`src/sdpe_pkg.sv`:
```
`timescale 1ns / 1ps
// ----------------------------------------------------------------------------
// Second-difference prefix encoder package
// Shared widths, codes and record types of the encoder.
// ----------------------------------------------------------------------------
package sdpe_pkg;

   localparam int SAMPLE_W         = 16;
   localparam int WORD_W           = 16;
   localparam int BITS_W           = 5;
   localparam int VCOUNT_W         = 13;
   localparam int CHCNT_W          = 5;
   localparam int PAYW_W           = 9;
   localparam int CSR_IDX_W        = 1;
   localparam int CSR_DATA_W       = 9;
   localparam int CODE_W           = 25;
   localparam int LEN_W            = 5;
   localparam int USED_W           = 4;
   localparam int TOTAL_W          = 6;
   localparam int MAX_CLASS        = 7;
   localparam int FIFO_DEPTH       = 4;
   localparam int DEF_MAX_CHANNELS = 16;
   localparam int DEF_BLOCK_WORDS  = 256;

   localparam logic [VCOUNT_W-1:0] VCOUNT_MAX  = 13'd8191;
   localparam logic [8:0]          ESC_PREFIX  = 9'd255;
   localparam logic [LEN_W-1:0]    ESC_LEN     = 5'd25;
   localparam logic [LEN_W-1:0]    RAW_LEN     = 5'd16;
   localparam logic [LEN_W-1:0]    ZERO_LEN    = 5'd1;
   localparam logic [CHCNT_W-1:0]  CHCNT_RESET = 5'd1;
   localparam logic [PAYW_W-1:0]   PAYW_RESET  = 9'd256;

   typedef enum logic [CSR_IDX_W-1:0] {
      CSR_CHANNEL_COUNT = 1'b0,
      CSR_PAYLOAD_WORDS = 1'b1
   } csr_index_type;

   typedef enum logic {
      OP_SAMPLE = 1'b0,
      OP_FLUSH  = 1'b1
   } op_type;

   typedef enum logic [1:0] {
      PHASE_RAW    = 2'd0,
      PHASE_FIRST  = 2'd1,
      PHASE_SECOND = 2'd2
   } phase_type;

   typedef struct packed {
      logic [LEN_W-1:0]  len;
      logic [CODE_W-1:0] bits;
   } code_type;

   typedef struct packed {
      logic     fire;
      logic     flush;
      logic     vec_end;
      code_type code;
   } pack_cmd_type;

   typedef struct packed {
      logic [WORD_W-1:0]   packed_word;
      logic [BITS_W-1:0]   bits_valid;
      logic                end_of_block;
      logic                block_full;
      logic [VCOUNT_W-1:0] vectors_in_block;
      logic                last;
   } rsp_word_type;

   typedef struct packed {
      logic [1:0]   count;
      rsp_word_type w0;
      rsp_word_type w1;
   } push_type;

endpackage

```
`src/sdpe_if.sv`:
```
`timescale 1ns / 1ps
// ----------------------------------------------------------------------------
// Second-difference prefix encoder channels
// Valid/ready channels for input samples and for packed result words.
// ----------------------------------------------------------------------------
interface sdpe_req_if;
   logic                        valid;
   logic                        ready;
   logic                        op;
   logic signed [15:0]          sample;

   modport source (output valid, output op, output sample, input ready);
   modport sink (input valid, input op, input sample, output ready);
endinterface

interface sdpe_rsp_if;
   logic        valid;
   logic        ready;
   logic [15:0] packed_word;
   logic [4:0]  bits_valid;
   logic        end_of_block;
   logic        block_full;
   logic [12:0] vectors_in_block;
   logic        last;

   modport source (output valid, output packed_word, output bits_valid,
                   output end_of_block, output block_full,
                   output vectors_in_block, output last, input ready);
   modport sink (input valid, input packed_word, input bits_valid,
                 input end_of_block, input block_full,
                 input vectors_in_block, input last, output ready);
endinterface

```
`src/second_difference_prefix_encoder_top.sv`:
```
`timescale 1ns / 1ps
// ----------------------------------------------------------------------------
// Second-difference prefix encoder
// Codes interleaved 16-bit samples as raw, first or second differences with a
// prefix code and packs the bits into 16-bit words.
// ----------------------------------------------------------------------------
// A sample word is accepted in any cycle in which the input register is free,
// or is moving on because the four-word result queue has room for two words;
// its words pass through the input register and the result queue to the
// result port. Each sample yields zero, one or two words and the result port
// gives out one word per cycle, so the sustained rate, while the receiver is
// ready, is one sample per cycle while codes stay short and falls for samples
// that complete two words. The per-channel history sits in a RAM with a
// registered read that is addressed as the sample is accepted; a write to the
// same channel in the cycle of that read is forwarded. History clears on
// reset through per-channel valid bits, with no clearing pass.
// ----------------------------------------------------------------------------
module second_difference_prefix_encoder_top #(
   parameter int MAX_CHANNELS = sdpe_pkg::DEF_MAX_CHANNELS,
   parameter int BLOCK_WORDS  = sdpe_pkg::DEF_BLOCK_WORDS
) (
   input  logic                             clock,
   input  logic                             reset,
   input  logic                             csr_wr_en,
   input  logic [sdpe_pkg::CSR_IDX_W-1:0]   csr_index,
   input  logic [sdpe_pkg::CSR_DATA_W-1:0]  csr_wdata,
   sdpe_req_if.sink                         req_ch,
   sdpe_rsp_if.source                       rsp_ch
);

   localparam int SAMPLE_W = sdpe_pkg::SAMPLE_W;
   localparam int CHCNT_W  = sdpe_pkg::CHCNT_W;
   localparam int PAYW_W   = sdpe_pkg::PAYW_W;
   localparam int CH_W     = MAX_CHANNELS > 1 ? $clog2(MAX_CHANNELS) : 1;
   localparam int LIM_W    = (CH_W > CHCNT_W ? CH_W : CHCNT_W) + 1;
   localparam int RAM_W    = 2 * SAMPLE_W;

   logic [CHCNT_W-1:0]    chcnt_ff;
   logic [PAYW_W-1:0]     payw_ff;

   logic [LIM_W-1:0]      cc_ext;
   logic [LIM_W-1:0]      chan_lim;
   logic [CH_W-1:0]       last_ch;
   logic [CH_W-1:0]       chan;
   logic                  at_end;
   logic                  accept;
   logic                  fire;
   logic                  room;

   logic [CH_W-1:0]       pos_ff, pos_in;
   sdpe_pkg::phase_type   phs_ff, phs_in;

   logic                  in_vld_ff, in_vld_in;
   logic                  in_op_ff;
   logic [SAMPLE_W-1:0]   in_sample_ff;
   logic [CH_W-1:0]       in_chan_ff;
   sdpe_pkg::phase_type   in_phase_ff;
   logic                  in_end_ff;

   logic [CH_W-1:0]       rd_addr;
   logic                  wr_en;
   logic [RAM_W-1:0]      wr_data;
   logic [RAM_W-1:0]      ram_rdata;
   logic [RAM_W-1:0]      hist;
   logic [MAX_CHANNELS-1:0] hist_vld_ff;
   logic                  rd_vld_ff;
   logic                  fwd_hit_ff;
   logic [RAM_W-1:0]      fwd_data_ff;

   sdpe_pkg::code_type     code;
   sdpe_pkg::pack_cmd_type cmd;
   sdpe_pkg::push_type     push;
   sdpe_pkg::rsp_word_type head;

   always_ff @(posedge clock) begin
      if (reset) begin
         chcnt_ff <= sdpe_pkg::CHCNT_RESET;
         payw_ff  <= sdpe_pkg::PAYW_RESET;
      end else if (csr_wr_en) begin
         case (csr_index)
            sdpe_pkg::CSR_CHANNEL_COUNT: chcnt_ff <= csr_wdata[CHCNT_W-1:0];
            sdpe_pkg::CSR_PAYLOAD_WORDS: payw_ff  <= csr_wdata[PAYW_W-1:0];
            default: ;
         endcase
      end
   end

   always_comb begin
      cc_ext = LIM_W'(chcnt_ff);
      if (cc_ext == '0) begin
         chan_lim = LIM_W'(1);
      end else if (cc_ext > LIM_W'(MAX_CHANNELS)) begin
         chan_lim = LIM_W'(MAX_CHANNELS);
      end else begin
         chan_lim = cc_ext;
      end
      last_ch = CH_W'(chan_lim - LIM_W'(1));
      chan    = (pos_ff > last_ch) ? last_ch : pos_ff;
      at_end  = chan == last_ch;
   end

   assign accept       = req_ch.valid && req_ch.ready;
   assign fire         = in_vld_ff && room;
   assign req_ch.ready = !in_vld_ff || fire;

   always_comb begin
      pos_in    = pos_ff;
      phs_in    = phs_ff;
      in_vld_in = in_vld_ff;
      if (fire) begin
         in_vld_in = 1'b0;
      end
      if (accept) begin
         in_vld_in = 1'b1;
         if (req_ch.op == sdpe_pkg::OP_FLUSH) begin
            pos_in = '0;
            phs_in = sdpe_pkg::PHASE_RAW;
         end else if (at_end) begin
            pos_in = '0;
            case (phs_ff)
               sdpe_pkg::PHASE_RAW:   phs_in = sdpe_pkg::PHASE_FIRST;
               sdpe_pkg::PHASE_FIRST: phs_in = sdpe_pkg::PHASE_SECOND;
               default:               phs_in = sdpe_pkg::PHASE_SECOND;
            endcase
         end else begin
            pos_in = chan + CH_W'(1);
         end
      end
   end

   always_ff @(posedge clock) begin
      if (reset) begin
         pos_ff    <= '0;
         phs_ff    <= sdpe_pkg::PHASE_RAW;
         in_vld_ff <= 1'b0;
      end else begin
         pos_ff    <= pos_in;
         phs_ff    <= phs_in;
         in_vld_ff <= in_vld_in;
      end
   end

   always_ff @(posedge clock) begin
      if (accept) begin
         in_op_ff     <= req_ch.op;
         in_sample_ff <= req_ch.sample;
         in_chan_ff   <= chan;
         in_phase_ff  <= phs_ff;
         in_end_ff    <= at_end;
      end
   end

   assign rd_addr = accept ? chan : in_chan_ff;
   assign wr_en   = fire && (in_op_ff == sdpe_pkg::OP_SAMPLE);
   assign hist    = fwd_hit_ff ? fwd_data_ff : (rd_vld_ff ? ram_rdata : '0);
   assign wr_data = {in_sample_ff, hist[RAM_W-1:SAMPLE_W]};

   sdpe_ram #(
      .WIDTH (RAM_W),
      .DEPTH (MAX_CHANNELS)
   ) u_hist_ram (
      .clock   (clock),
      .wr_en   (wr_en),
      .wr_addr (in_chan_ff),
      .wr_data (wr_data),
      .rd_addr (rd_addr),
      .rd_data (ram_rdata)
   );

   always_ff @(posedge clock) begin
      if (reset) begin
         hist_vld_ff <= '0;
         rd_vld_ff   <= 1'b0;
         fwd_hit_ff  <= 1'b0;
      end else begin
         if (wr_en) begin
            hist_vld_ff[in_chan_ff] <= 1'b1;
         end
         rd_vld_ff  <= hist_vld_ff[rd_addr];
         fwd_hit_ff <= wr_en && (in_chan_ff == rd_addr);
      end
   end

   always_ff @(posedge clock) begin
      fwd_data_ff <= wr_data;
   end

   sdpe_coder u_coder (
      .phase    (in_phase_ff),
      .sample   (in_sample_ff),
      .prev_one (hist[RAM_W-1:SAMPLE_W]),
      .prev_two (hist[SAMPLE_W-1:0]),
      .code     (code)
   );

   always_comb begin
      cmd.fire    = fire;
      cmd.flush   = in_op_ff == sdpe_pkg::OP_FLUSH;
      cmd.vec_end = in_end_ff;
      cmd.code    = code;
   end

   sdpe_packer #(
      .BLOCK_WORDS (BLOCK_WORDS)
   ) u_packer (
      .clock         (clock),
      .reset         (reset),
      .cmd           (cmd),
      .payload_words (payw_ff),
      .push          (push)
   );

   sdpe_out_fifo u_out_fifo (
      .clock      (clock),
      .reset      (reset),
      .push       (push),
      .room       (room),
      .head_valid (rsp_ch.valid),
      .head_ready (rsp_ch.ready),
      .head       (head)
   );

   assign rsp_ch.packed_word      = head.packed_word;
   assign rsp_ch.bits_valid       = head.bits_valid;
   assign rsp_ch.end_of_block     = head.end_of_block;
   assign rsp_ch.block_full       = head.block_full;
   assign rsp_ch.vectors_in_block = head.vectors_in_block;
   assign rsp_ch.last             = head.last;

endmodule

```
`src/sdpe_ram.sv`:
```
`timescale 1ns / 1ps
// ----------------------------------------------------------------------------
// Generic RAM
// One write port and one read port with registered read data.
// ----------------------------------------------------------------------------
module sdpe_ram #(
   parameter int WIDTH = 32,
   parameter int DEPTH = 16
) (
   input  logic                                   clock,
   input  logic                                   wr_en,
   input  logic [(DEPTH > 1 ? $clog2(DEPTH) : 1)-1:0] wr_addr,
   input  logic [WIDTH-1:0]                       wr_data,
   input  logic [(DEPTH > 1 ? $clog2(DEPTH) : 1)-1:0] rd_addr,
   output logic [WIDTH-1:0]                       rd_data
);

   logic [WIDTH-1:0] mem_ff [DEPTH];
   logic [WIDTH-1:0] rd_data_ff;

   always_ff @(posedge clock) begin
      if (wr_en) begin
         mem_ff[wr_addr] <= wr_data;
      end
      rd_data_ff <= mem_ff[rd_addr];
   end

   assign rd_data = rd_data_ff;

endmodule

```
`src/sdpe_coder.sv`:
```
`timescale 1ns / 1ps
// ----------------------------------------------------------------------------
// Second-difference prefix encoder code generator
// Forms the difference for the vector phase and maps it to a prefix code.
// ----------------------------------------------------------------------------
module sdpe_coder (
   input  sdpe_pkg::phase_type          phase,
   input  logic [sdpe_pkg::SAMPLE_W-1:0] sample,
   input  logic [sdpe_pkg::SAMPLE_W-1:0] prev_one,
   input  logic [sdpe_pkg::SAMPLE_W-1:0] prev_two,
   output sdpe_pkg::code_type            code
);

   localparam int SAMPLE_W = sdpe_pkg::SAMPLE_W;
   localparam int CODE_W   = sdpe_pkg::CODE_W;
   localparam int LEN_W    = sdpe_pkg::LEN_W;

   logic [SAMPLE_W-1:0] diff;
   logic [SAMPLE_W-1:0] mapped;

   always_comb begin
      if (phase == sdpe_pkg::PHASE_FIRST) begin
         diff = sample - prev_one;
      end else begin
         diff = sample - {prev_one[SAMPLE_W-2:0], 1'b0} + prev_two;
      end
      mapped = diff[SAMPLE_W-1] ? diff - SAMPLE_W'(1) : diff;
   end

   always_comb begin
      logic found;
      logic signed [SAMPLE_W-1:0] high;
      found     = 1'b0;
      high      = '0;
      code.len  = sdpe_pkg::ESC_LEN;
      code.bits = {mapped, sdpe_pkg::ESC_PREFIX};
      for (int k = 1; k <= sdpe_pkg::MAX_CLASS; k++) begin
         high = $signed(mapped) >>> k;
         if (!found && ((high == '0) || (high == '1))) begin
            found     = 1'b1;
            code.len  = LEN_W'(2 * k + 1);
            code.bits = (CODE_W'(mapped & SAMPLE_W'((32'd1 << k) - 32'd1)) << (k + 1))
                        | CODE_W'((32'd1 << k) - 32'd1);
         end
      end
      if (mapped == '0) begin
         code.len  = sdpe_pkg::ZERO_LEN;
         code.bits = '0;
      end
      if (phase == sdpe_pkg::PHASE_RAW) begin
         code.len  = sdpe_pkg::RAW_LEN;
         code.bits = CODE_W'(sample);
      end
   end

endmodule

```
`src/sdpe_packer.sv`:
```
`timescale 1ns / 1ps
// ----------------------------------------------------------------------------
// Second-difference prefix encoder bit packer
// Packs codes into 16-bit words, tracks block fill and counts vectors.
// ----------------------------------------------------------------------------
module sdpe_packer #(
   parameter int BLOCK_WORDS = sdpe_pkg::DEF_BLOCK_WORDS
) (
   input  logic                         clock,
   input  logic                         reset,
   input  sdpe_pkg::pack_cmd_type       cmd,
   input  logic [sdpe_pkg::PAYW_W-1:0]  payload_words,
   output sdpe_pkg::push_type           push
);

   localparam int WORD_W   = sdpe_pkg::WORD_W;
   localparam int CODE_W   = sdpe_pkg::CODE_W;
   localparam int USED_W   = sdpe_pkg::USED_W;
   localparam int TOTAL_W  = sdpe_pkg::TOTAL_W;
   localparam int BITS_W   = sdpe_pkg::BITS_W;
   localparam int VCOUNT_W = sdpe_pkg::VCOUNT_W;
   localparam int PAYW_W   = sdpe_pkg::PAYW_W;
   localparam int CAT_W    = CODE_W + WORD_W - 1;
   localparam int WC_W     = $clog2(BLOCK_WORDS + 1);
   localparam int LW       = WC_W > PAYW_W ? WC_W : PAYW_W;

   logic [LW-1:0]       pw_ext;
   logic [WC_W-1:0]     limit;
   logic                over;
   logic [WC_W-1:0]     remaining;
   logic [CAT_W-1:0]    cat;
   logic [TOTAL_W-1:0]  total;
   logic [1:0]          nw;
   logic [1:0]          emit;
   logic                fill;

   logic [WORD_W-1:0]   acc_ff, acc_in;
   logic [USED_W-1:0]   used_ff, used_in;
   logic [WC_W-1:0]     words_ff, words_in;
   logic                full_ff, full_in;
   logic [VCOUNT_W-1:0] vcount_ff, vcount_in;

   always_comb begin
      pw_ext = LW'(payload_words);
      if (pw_ext == '0) begin
         limit = WC_W'(1);
      end else if (pw_ext > LW'(BLOCK_WORDS)) begin
         limit = WC_W'(BLOCK_WORDS);
      end else begin
         limit = WC_W'(pw_ext);
      end
      // A limit lowered below the words already sent fills the block on the next word.
      over      = words_ff >= limit;
      remaining = over ? WC_W'(1) : limit - words_ff;
      cat       = (CAT_W'(cmd.code.bits) << used_ff) | CAT_W'(acc_ff);
      total     = TOTAL_W'(used_ff) + TOTAL_W'(cmd.code.len);
      nw        = total[TOTAL_W-1:USED_W];
      fill      = WC_W'(nw) >= remaining;
      emit      = fill ? remaining[1:0] : nw;
   end

   always_comb begin
      acc_in    = acc_ff;
      used_in   = used_ff;
      words_in  = words_ff;
      full_in   = full_ff;
      vcount_in = vcount_ff;
      push      = '0;
      if (cmd.fire && cmd.flush) begin
         push.count               = 2'd1;
         push.w0.packed_word      = full_ff ? '0 : acc_ff;
         push.w0.bits_valid       = full_ff ? '0 : BITS_W'(used_ff);
         push.w0.end_of_block     = 1'b1;
         push.w0.block_full       = full_ff;
         push.w0.vectors_in_block = vcount_ff;
         push.w0.last             = 1'b1;
         acc_in    = '0;
         used_in   = '0;
         words_in  = '0;
         full_in   = 1'b0;
         vcount_in = '0;
      end else if (cmd.fire && !full_ff) begin
         full_in  = fill;
         words_in = words_ff + WC_W'(emit);
         if (fill) begin
            acc_in  = '0;
            used_in = '0;
         end else begin
            used_in = total[USED_W-1:0];
            case (nw)
               2'd0:    acc_in = cat[WORD_W-1:0];
               2'd1:    acc_in = cat[2*WORD_W-1:WORD_W];
               default: acc_in = WORD_W'(cat[CAT_W-1:2*WORD_W]);
            endcase
         end
         if (cmd.vec_end && !fill && (vcount_ff != sdpe_pkg::VCOUNT_MAX)) begin
            vcount_in = vcount_ff + VCOUNT_W'(1);
         end
         push.count               = emit;
         push.w0.packed_word      = cat[WORD_W-1:0];
         push.w0.bits_valid       = BITS_W'(WORD_W);
         push.w0.end_of_block     = 1'b0;
         push.w0.block_full       = full_in;
         push.w0.vectors_in_block = vcount_in;
         push.w0.last             = (emit == 2'd1);
         push.w1.packed_word      = cat[2*WORD_W-1:WORD_W];
         push.w1.bits_valid       = BITS_W'(WORD_W);
         push.w1.end_of_block     = 1'b0;
         push.w1.block_full       = full_in;
         push.w1.vectors_in_block = vcount_in;
         push.w1.last             = 1'b1;
      end
   end

   always_ff @(posedge clock) begin
      if (reset) begin
         acc_ff    <= '0;
         used_ff   <= '0;
         words_ff  <= '0;
         full_ff   <= 1'b0;
         vcount_ff <= '0;
      end else begin
         acc_ff    <= acc_in;
         used_ff   <= used_in;
         words_ff  <= words_in;
         full_ff   <= full_in;
         vcount_ff <= vcount_in;
      end
   end

   // A full block holds no pending bits.
   assert property (@(posedge clock) disable iff (reset)
      full_ff |-> (acc_ff == '0) && (used_ff == '0))
      else $error("full block still holds pending bits");

   // A flush restarts all block state.
   assert property (@(posedge clock) disable iff (reset)
      (cmd.fire && cmd.flush) |=> (words_ff == '0) && !full_ff && (vcount_ff == '0)
                                  && (used_ff == '0))
      else $error("block state not cleared after flush");

endmodule

```
`src/sdpe_out_fifo.sv`:
```
`timescale 1ns / 1ps
// ----------------------------------------------------------------------------
// Second-difference prefix encoder result queue
// Four-word queue taking up to two words per cycle and giving out one per cycle while the reader is ready.
// ----------------------------------------------------------------------------
module sdpe_out_fifo (
   input  logic                   clock,
   input  logic                   reset,
   input  sdpe_pkg::push_type     push,
   output logic                   room,
   output logic                   head_valid,
   input  logic                   head_ready,
   output sdpe_pkg::rsp_word_type head
);

   localparam int DEPTH = sdpe_pkg::FIFO_DEPTH;
   localparam int PTR_W = $clog2(DEPTH);
   localparam int CNT_W = $clog2(DEPTH + 1);

   sdpe_pkg::rsp_word_type mem_ff [DEPTH];
   logic [PTR_W-1:0] wr_ptr_ff, wr_ptr_in;
   logic [PTR_W-1:0] rd_ptr_ff, rd_ptr_in;
   logic [CNT_W-1:0] count_ff, count_in;
   logic             pop;

   always_comb begin
      room       = count_ff <= CNT_W'(DEPTH - 2);
      head_valid = count_ff != '0;
      head       = mem_ff[rd_ptr_ff];
      pop        = head_valid && head_ready;
      wr_ptr_in  = wr_ptr_ff + PTR_W'(push.count);
      rd_ptr_in  = rd_ptr_ff + PTR_W'(pop);
      count_in   = count_ff + CNT_W'(push.count) - CNT_W'(pop);
   end

   always_ff @(posedge clock) begin
      if (push.count != 2'd0) begin
         mem_ff[wr_ptr_ff] <= push.w0;
      end
      if (push.count == 2'd2) begin
         mem_ff[wr_ptr_ff + PTR_W'(1)] <= push.w1;
      end
   end

   always_ff @(posedge clock) begin
      if (reset) begin
         wr_ptr_ff <= '0;
         rd_ptr_ff <= '0;
         count_ff  <= '0;
      end else begin
         wr_ptr_ff <= wr_ptr_in;
         rd_ptr_ff <= rd_ptr_in;
         count_ff  <= count_in;
      end
   end

   // Words are only pushed while two entries are free.
   assert property (@(posedge clock) disable iff (reset)
      (push.count != 2'd0) |-> (count_ff <= CNT_W'(DEPTH - 2)))
      else $error("push into queue without room");

   // The fill count does not change without a push or a pop.
   assert property (@(posedge clock) disable iff (reset)
      (push.count == 2'd0) && !pop |=> $stable(count_ff))
      else $error("queue count changed without traffic");

endmodule

```
`src/flat_wrapper.sv`:
```
// flat-port wrapper written by rule: the top's interface ports become plain ports
module second_difference_prefix_encoder_top_flat 
#(
   parameter int MAX_CHANNELS = sdpe_pkg::DEF_MAX_CHANNELS,
   parameter int BLOCK_WORDS  = sdpe_pkg::DEF_BLOCK_WORDS
)
  (clock, reset, csr_wr_en, csr_index, csr_wdata, req_ch_valid, req_ch_op, req_ch_sample, req_ch_ready, rsp_ch_valid, rsp_ch_packed_word, rsp_ch_bits_valid, rsp_ch_end_of_block, rsp_ch_block_full, rsp_ch_vectors_in_block, rsp_ch_last, rsp_ch_ready);
  sdpe_req_if req_ch_i ();
  sdpe_rsp_if rsp_ch_i ();
  input  logic clock;
  input  logic reset;
  input  logic csr_wr_en;
  input  logic [sdpe_pkg::CSR_IDX_W-1:0] csr_index;
  input  logic [sdpe_pkg::CSR_DATA_W-1:0] csr_wdata;
  input wire logic [$bits(req_ch_i.valid)-1:0] req_ch_valid;
  input wire logic [$bits(req_ch_i.op)-1:0] req_ch_op;
  input wire logic [$bits(req_ch_i.sample)-1:0] req_ch_sample;
  output wire logic [$bits(req_ch_i.ready)-1:0] req_ch_ready;
  output wire logic [$bits(rsp_ch_i.valid)-1:0] rsp_ch_valid;
  output wire logic [$bits(rsp_ch_i.packed_word)-1:0] rsp_ch_packed_word;
  output wire logic [$bits(rsp_ch_i.bits_valid)-1:0] rsp_ch_bits_valid;
  output wire logic [$bits(rsp_ch_i.end_of_block)-1:0] rsp_ch_end_of_block;
  output wire logic [$bits(rsp_ch_i.block_full)-1:0] rsp_ch_block_full;
  output wire logic [$bits(rsp_ch_i.vectors_in_block)-1:0] rsp_ch_vectors_in_block;
  output wire logic [$bits(rsp_ch_i.last)-1:0] rsp_ch_last;
  input wire logic [$bits(rsp_ch_i.ready)-1:0] rsp_ch_ready;
  assign req_ch_i.valid = req_ch_valid;
  assign req_ch_i.op = req_ch_op;
  assign req_ch_i.sample = req_ch_sample;
  assign req_ch_ready = req_ch_i.ready;
  assign rsp_ch_valid = rsp_ch_i.valid;
  assign rsp_ch_packed_word = rsp_ch_i.packed_word;
  assign rsp_ch_bits_valid = rsp_ch_i.bits_valid;
  assign rsp_ch_end_of_block = rsp_ch_i.end_of_block;
  assign rsp_ch_block_full = rsp_ch_i.block_full;
  assign rsp_ch_vectors_in_block = rsp_ch_i.vectors_in_block;
  assign rsp_ch_last = rsp_ch_i.last;
  assign rsp_ch_i.ready = rsp_ch_ready;
  second_difference_prefix_encoder_top #(.MAX_CHANNELS(MAX_CHANNELS), .BLOCK_WORDS(BLOCK_WORDS)) u_core (.clock(clock), .reset(reset), .csr_wr_en(csr_wr_en), .csr_index(csr_index), .csr_wdata(csr_wdata), .req_ch(req_ch_i), .rsp_ch(rsp_ch_i));
endmodule
```
`config.mk`:
```
export PLATFORM = sky130hd
export DESIGN_NAME = second_difference_prefix_encoder_top_flat
export DESIGN_NICKNAME = d
export VERILOG_FILES = /design/src/sdpe_pkg.sv /design/src/sdpe_if.sv /design/src/second_difference_prefix_encoder_top.sv /design/src/sdpe_ram.sv /design/src/sdpe_coder.sv /design/src/sdpe_packer.sv /design/src/sdpe_out_fifo.sv /design/src/flat_wrapper.sv
export SDC_FILE = /design/constraint.sdc
export NUM_CORES = 2
export LEC_CHECK = 0
export ABC_AREA = 0
export BUFFER_PORTS_ARGS = -buffer_cell sky130_fd_sc_hd__clkbuf_2
export CAP_MARGIN = 5
export CORE_ASPECT_RATIO = 1.4
export CORE_MARGIN = 4
export CORE_UTILIZATION = 25
export CTS_BUF_LIST = sky130_fd_sc_hd__clkbuf_2 sky130_fd_sc_hd__clkbuf_4 sky130_fd_sc_hd__clkbuf_8
export CTS_CLUSTER_SIZE = 20
export DETAILED_ROUTE_END_ITERATION = 6
export SYNTH_ARGS = -nofsm -noshare
export SYNTH_HDL_FRONTEND = slang
export SYNTH_SLANG_ARGS = --single-unit
```
`constraint.sdc`:
```
create_clock -name clock -period 11.5 [get_ports clock]
set_input_delay 0.575 -clock clock [delete_from_list [all_inputs] [get_ports clock]]
set_output_delay 0.575 -clock clock [all_outputs]
set_load 0.005 [all_outputs]
```
==> metrics.yaml <==
status: "finished, final reports clean"
rrSetupSlack_ns: 1.11
rr_startpoint: "u_core.rd_vld_ff"
yosys_most_used_dff: "edfxtp_1"
num_vias: 29870
die_x_um: 346.4
clock_latency_ns: 0.85
rr_worst_depth: 37
layout_min_cycle_time_ns: 10.39
cts_setup_buffers: 0
p_leak_nw: 15.70
critPathMostFrequentCell: "ha_1"
p_sw_mw: 3.340
grt-ovfl-total: 0
fin_skew_ns: 0.04602
pwr-share-seq: 0.390
worst_pin_slew_ns: 1.147
grt_usage: 0.1387
slew_headroom: 0.2253
required_ns: 12.02
hold_viol_final: 0
synth_seq_cells: 837
hp-start: "req_ch_sample[0]"
maxCapViolCount: 0
p_comb_frac: 0.324
dp_hpwl_um: 75860
wire_per_inst_um: 20.25
worst_setup_path_end_kind: "register"
critical-path-slowest-cell: "or4_1"
switching_share: 0.3623
die-area_um2: 166900
port_buffers: 70
dr.first_iter.drc_count: 2684
coreArea_um2: 159100
fin_cells: 5971
area_growth_pct: 14.65
avgSynthCellArea_um2: 10.90
p_clk_frac: 0.286
tritoncts: "done"
path_clk_slew_ns: 0.06
mostFrequentLayoutCell: "nand2_1"
internal_power_mw: 5.879
hold_path.class: "in -> reg"
ant_nets: 0
remaining_drc_errors: 0
start_kind: "register"
placed_cells: 5695
cts_buffers: 135
holdPathStages: 1
drive_above_1_share: 0.1386
cts.sinks: 837
finalMaxSlewViolations: 0
crit_fanout: 20
cts_root_buffer: "clkbuf_8"
gp_congestion: 0.9669
antenna_found_initial: 1
synthCells: 3678
ys_types: 116
grt_pass1_vias: 28580
cts_max_level: 4
nets: 3869
hold_ws_ns: 0.07077
cts.repair.resized: 0
num_rows: 173
yosysWarnings: 0
max_freq_ghz: 0.09626
start_util: 0.2520
period_share: 0.9034
rsz0062_at_grt: "false"
syn_nets: 3789
ir_worst_vdd_uv: 118.0
met3_usage: 0.02329
netlist_area_um2: 40090
cp.arrival_ns: 10.91
cts.path.max_buffers: 3
fin_setup_tns_ns: 0
grt-busiest-layer: "met2"
dr.pass1.iters: 5
setup.worst_path.class: "reg -> reg"
min_to: "u_core.in_sample_ff[0]"
via_per_inst: 5.002
cpPeakStageDelay_ns: 0.68
ys_seq_area_frac: 0.5828
multiInputGateArea_um2: 15650
synthArstFlopShare: 0
seq_area_um2: 23370
wl_um: 120900
grt_util_met1: 0.1697
synth-edff-count: 660
grtUsageMet2: 0.2381
rr_endpoint: "u_core.u_out_fifo.mem_ff[3][3]"
boundaryPins: 71
fillCellCount: 16330
grt_max_degree: 103
grt_pass1_wl_um: 179400
layout_common_cells: "758 x nand2_1, 660 x edfxtp_1, 317 x nand3_1"
die_h_um: 481.8
finalSetupViolations: 0
p_per_area_nw_per_um2: 200.6
per-stage QoR:
step / util / total power [mW] / setup WS [ns] / cell area, µm²
after CTS: 0.2889 / 9.250 / 1.120 / 45960
after global routing: 0.2889 / 9.651 / 0.4447 / 45960
after floorplan: - / 5.661 / 2.109 / 40090
after global placement: 0.2697 / 6.595 / 1.467 / 42910
after detailed placement: 0.2697 / 6.595 / 1.246 / 42910
final: 0.2889 / 9.219 / 1.111 / 45960
layer usage:
layer,share of wire,vias to the layer above
li1,-,13800
met1,0.41,14670
met2,0.49,1105
met3,0.057,290
met4,0.047,0
met5,0,-
power by group through the flow:
stage	Sequential (mW)	Clock, mW	Combinational [mW]
after floorplan	3.60	0	2.06
after global placement	3.66	0	2.94
after detailed placement	3.66	0	2.94
after CTS	3.60	2.69	2.96
after global routing	3.61	2.83	3.21
final	3.60	2.64	2.99
area by class of cell:
cell class,instances,share of cell area
Sequential cell,837,0.5084
Clock inverter,48,0.008302
Clock buffer,199,0.05237
Antenna cell,3,0.0001633
Inverter,83,0.006996
Timing Repair Buffer,173,0.02613
Multi-Input combinational cell,2528,0.3405
Tap cell,2100,0.05716
registers in the layout, summed over array words and instances (netlist names), 13 cells and up:
signal and flops:
u_core.u_hist_ram.mem_ff 512, u_core.u_out_fifo.mem_ff 148, u_core.fwd_data_ff 32, u_core.u_hist_ram.rd_data 32
u_core.hist_vld_ff 16, u_core.in_sample_ff 16, u_core.u_packer.acc_ff 16, u_core.u_packer.vcount_ff 13
repair_timing:
item                                    in CTS  in global routing
hold buffers                                26                  0
endpoints found under the setup margin       0                  0
endpoints found under the hold margin       31                  0
cells in the mapped netlist, types with 7 or more instances:
library cell / instances / share of area
nand4_1: 27 / 0.0042
mux2i_1: 37 / 0.0092
dfxtp_1: 177 / 0.088
mux4_2: 48 / 0.027
a21o_1: 27 / 0.0051
nand2b_1: 29 / 0.0045
buf_2: 19 / 0.0024
a21oi_1: 123 / 0.015
or3_1: 17 / 0.0027
o21ai_0: 85 / 0.011
and2_1: 22 / 0.0034
a311oi_1: 68 / 0.015
xor2_1: 20 / 0.0044
o21a_1: 16 / 0.0030
o31ai_1: 10 / 0.0019
a22oi_1: 27 / 0.0051
o2bb2ai_1: 7 / 0.0015
xnor2_1: 37 / 0.0081
edfxtp_1: 660 / 0.49
mux2_2: 10 / 0.0028
fa_1: 18 / 0.0090
nand2_1: 758 / 0.071
o211ai_1: 18 / 0.0034
nor2_1: 253 / 0.024
a211o_1: 10 / 0.0022
ha_1: 61 / 0.019
a31oi_1: 48 / 0.0075
o21ai_1: 16 / 0.0020
nor2_2: 7 / 0.0011
o221ai_1: 22 / 0.0048
nand3_1: 317 / 0.040
o22ai_1: 45 / 0.0070
o21bai_1: 10 / 0.0019
clkbuf_1: 183 / 0.017
nor2b_1: 21 / 0.0033
nor4_1: 8 / 0.0012
a211oi_1: 22 / 0.0041
a32o_1: 9 / 0.0022
nor3_1: 41 / 0.0051
buf_1: 22 / 0.0021
inv_1: 76 / 0.0071
a22o_1: 21 / 0.0046
a221o_1: 7 / 0.0017
and3_1: 50 / 0.0078
logic make-up after synthesis:
group | after synthesis | share of synthesized area
DFF | 837 | 0.5828
AOI/OAI and AO/OA | 694 | 0.1265
and+or+nand+nor | 1600 | 0.1790
muxes | 95 | 0.03901
adders and majority gates | 79 | 0.02803
xor gates and xnor gates | 60 | 0.01398
buffers and inverters | 313 | 0.03074
worst max-delay path, delay by kind of cell (launching register included):
| kind | cells | cell delay (ns) |
|---|---|---|
| flip-flops | 1 | 0.38 |
| XOR/XNOR | 3 | 0.73 |
| multiplexers | 1 | 0.43 |
| AND/OR/NAND/NOR | 12 | 3.23 |
| buffers and inverters | 6 | 1.44 |
| adder cells (fa/ha/maj) | 4 | 1.11 |
| AO/OA/AOI/OAI | 11 | 2.72 |
worst max path at each step:
stage,end,depth (start not counted),from,slack [ns]
finish,u_core.u_out_fifo.mem_ff[3][3],37,u_core.rd_vld_ff,1.11
global route,u_core.u_out_fifo.mem_ff[3][3],37,u_core.rd_vld_ff,0.44
CTS,u_core.u_out_fifo.mem_ff[3][0],37,u_core.rd_vld_ff,1.12
detailed placement,u_core.u_out_fifo.mem_ff[3][9],36,u_core.rd_vld_ff,1.25
global placement,u_core.u_out_fifo.mem_ff[3][1],35,u_core.fwd_hit_ff,1.47
floorplan,u_core.u_out_fifo.mem_ff[1][0],40,u_core.fwd_hit_ff,2.11
No activity file was read; power rests on OpenSTA's default activity.
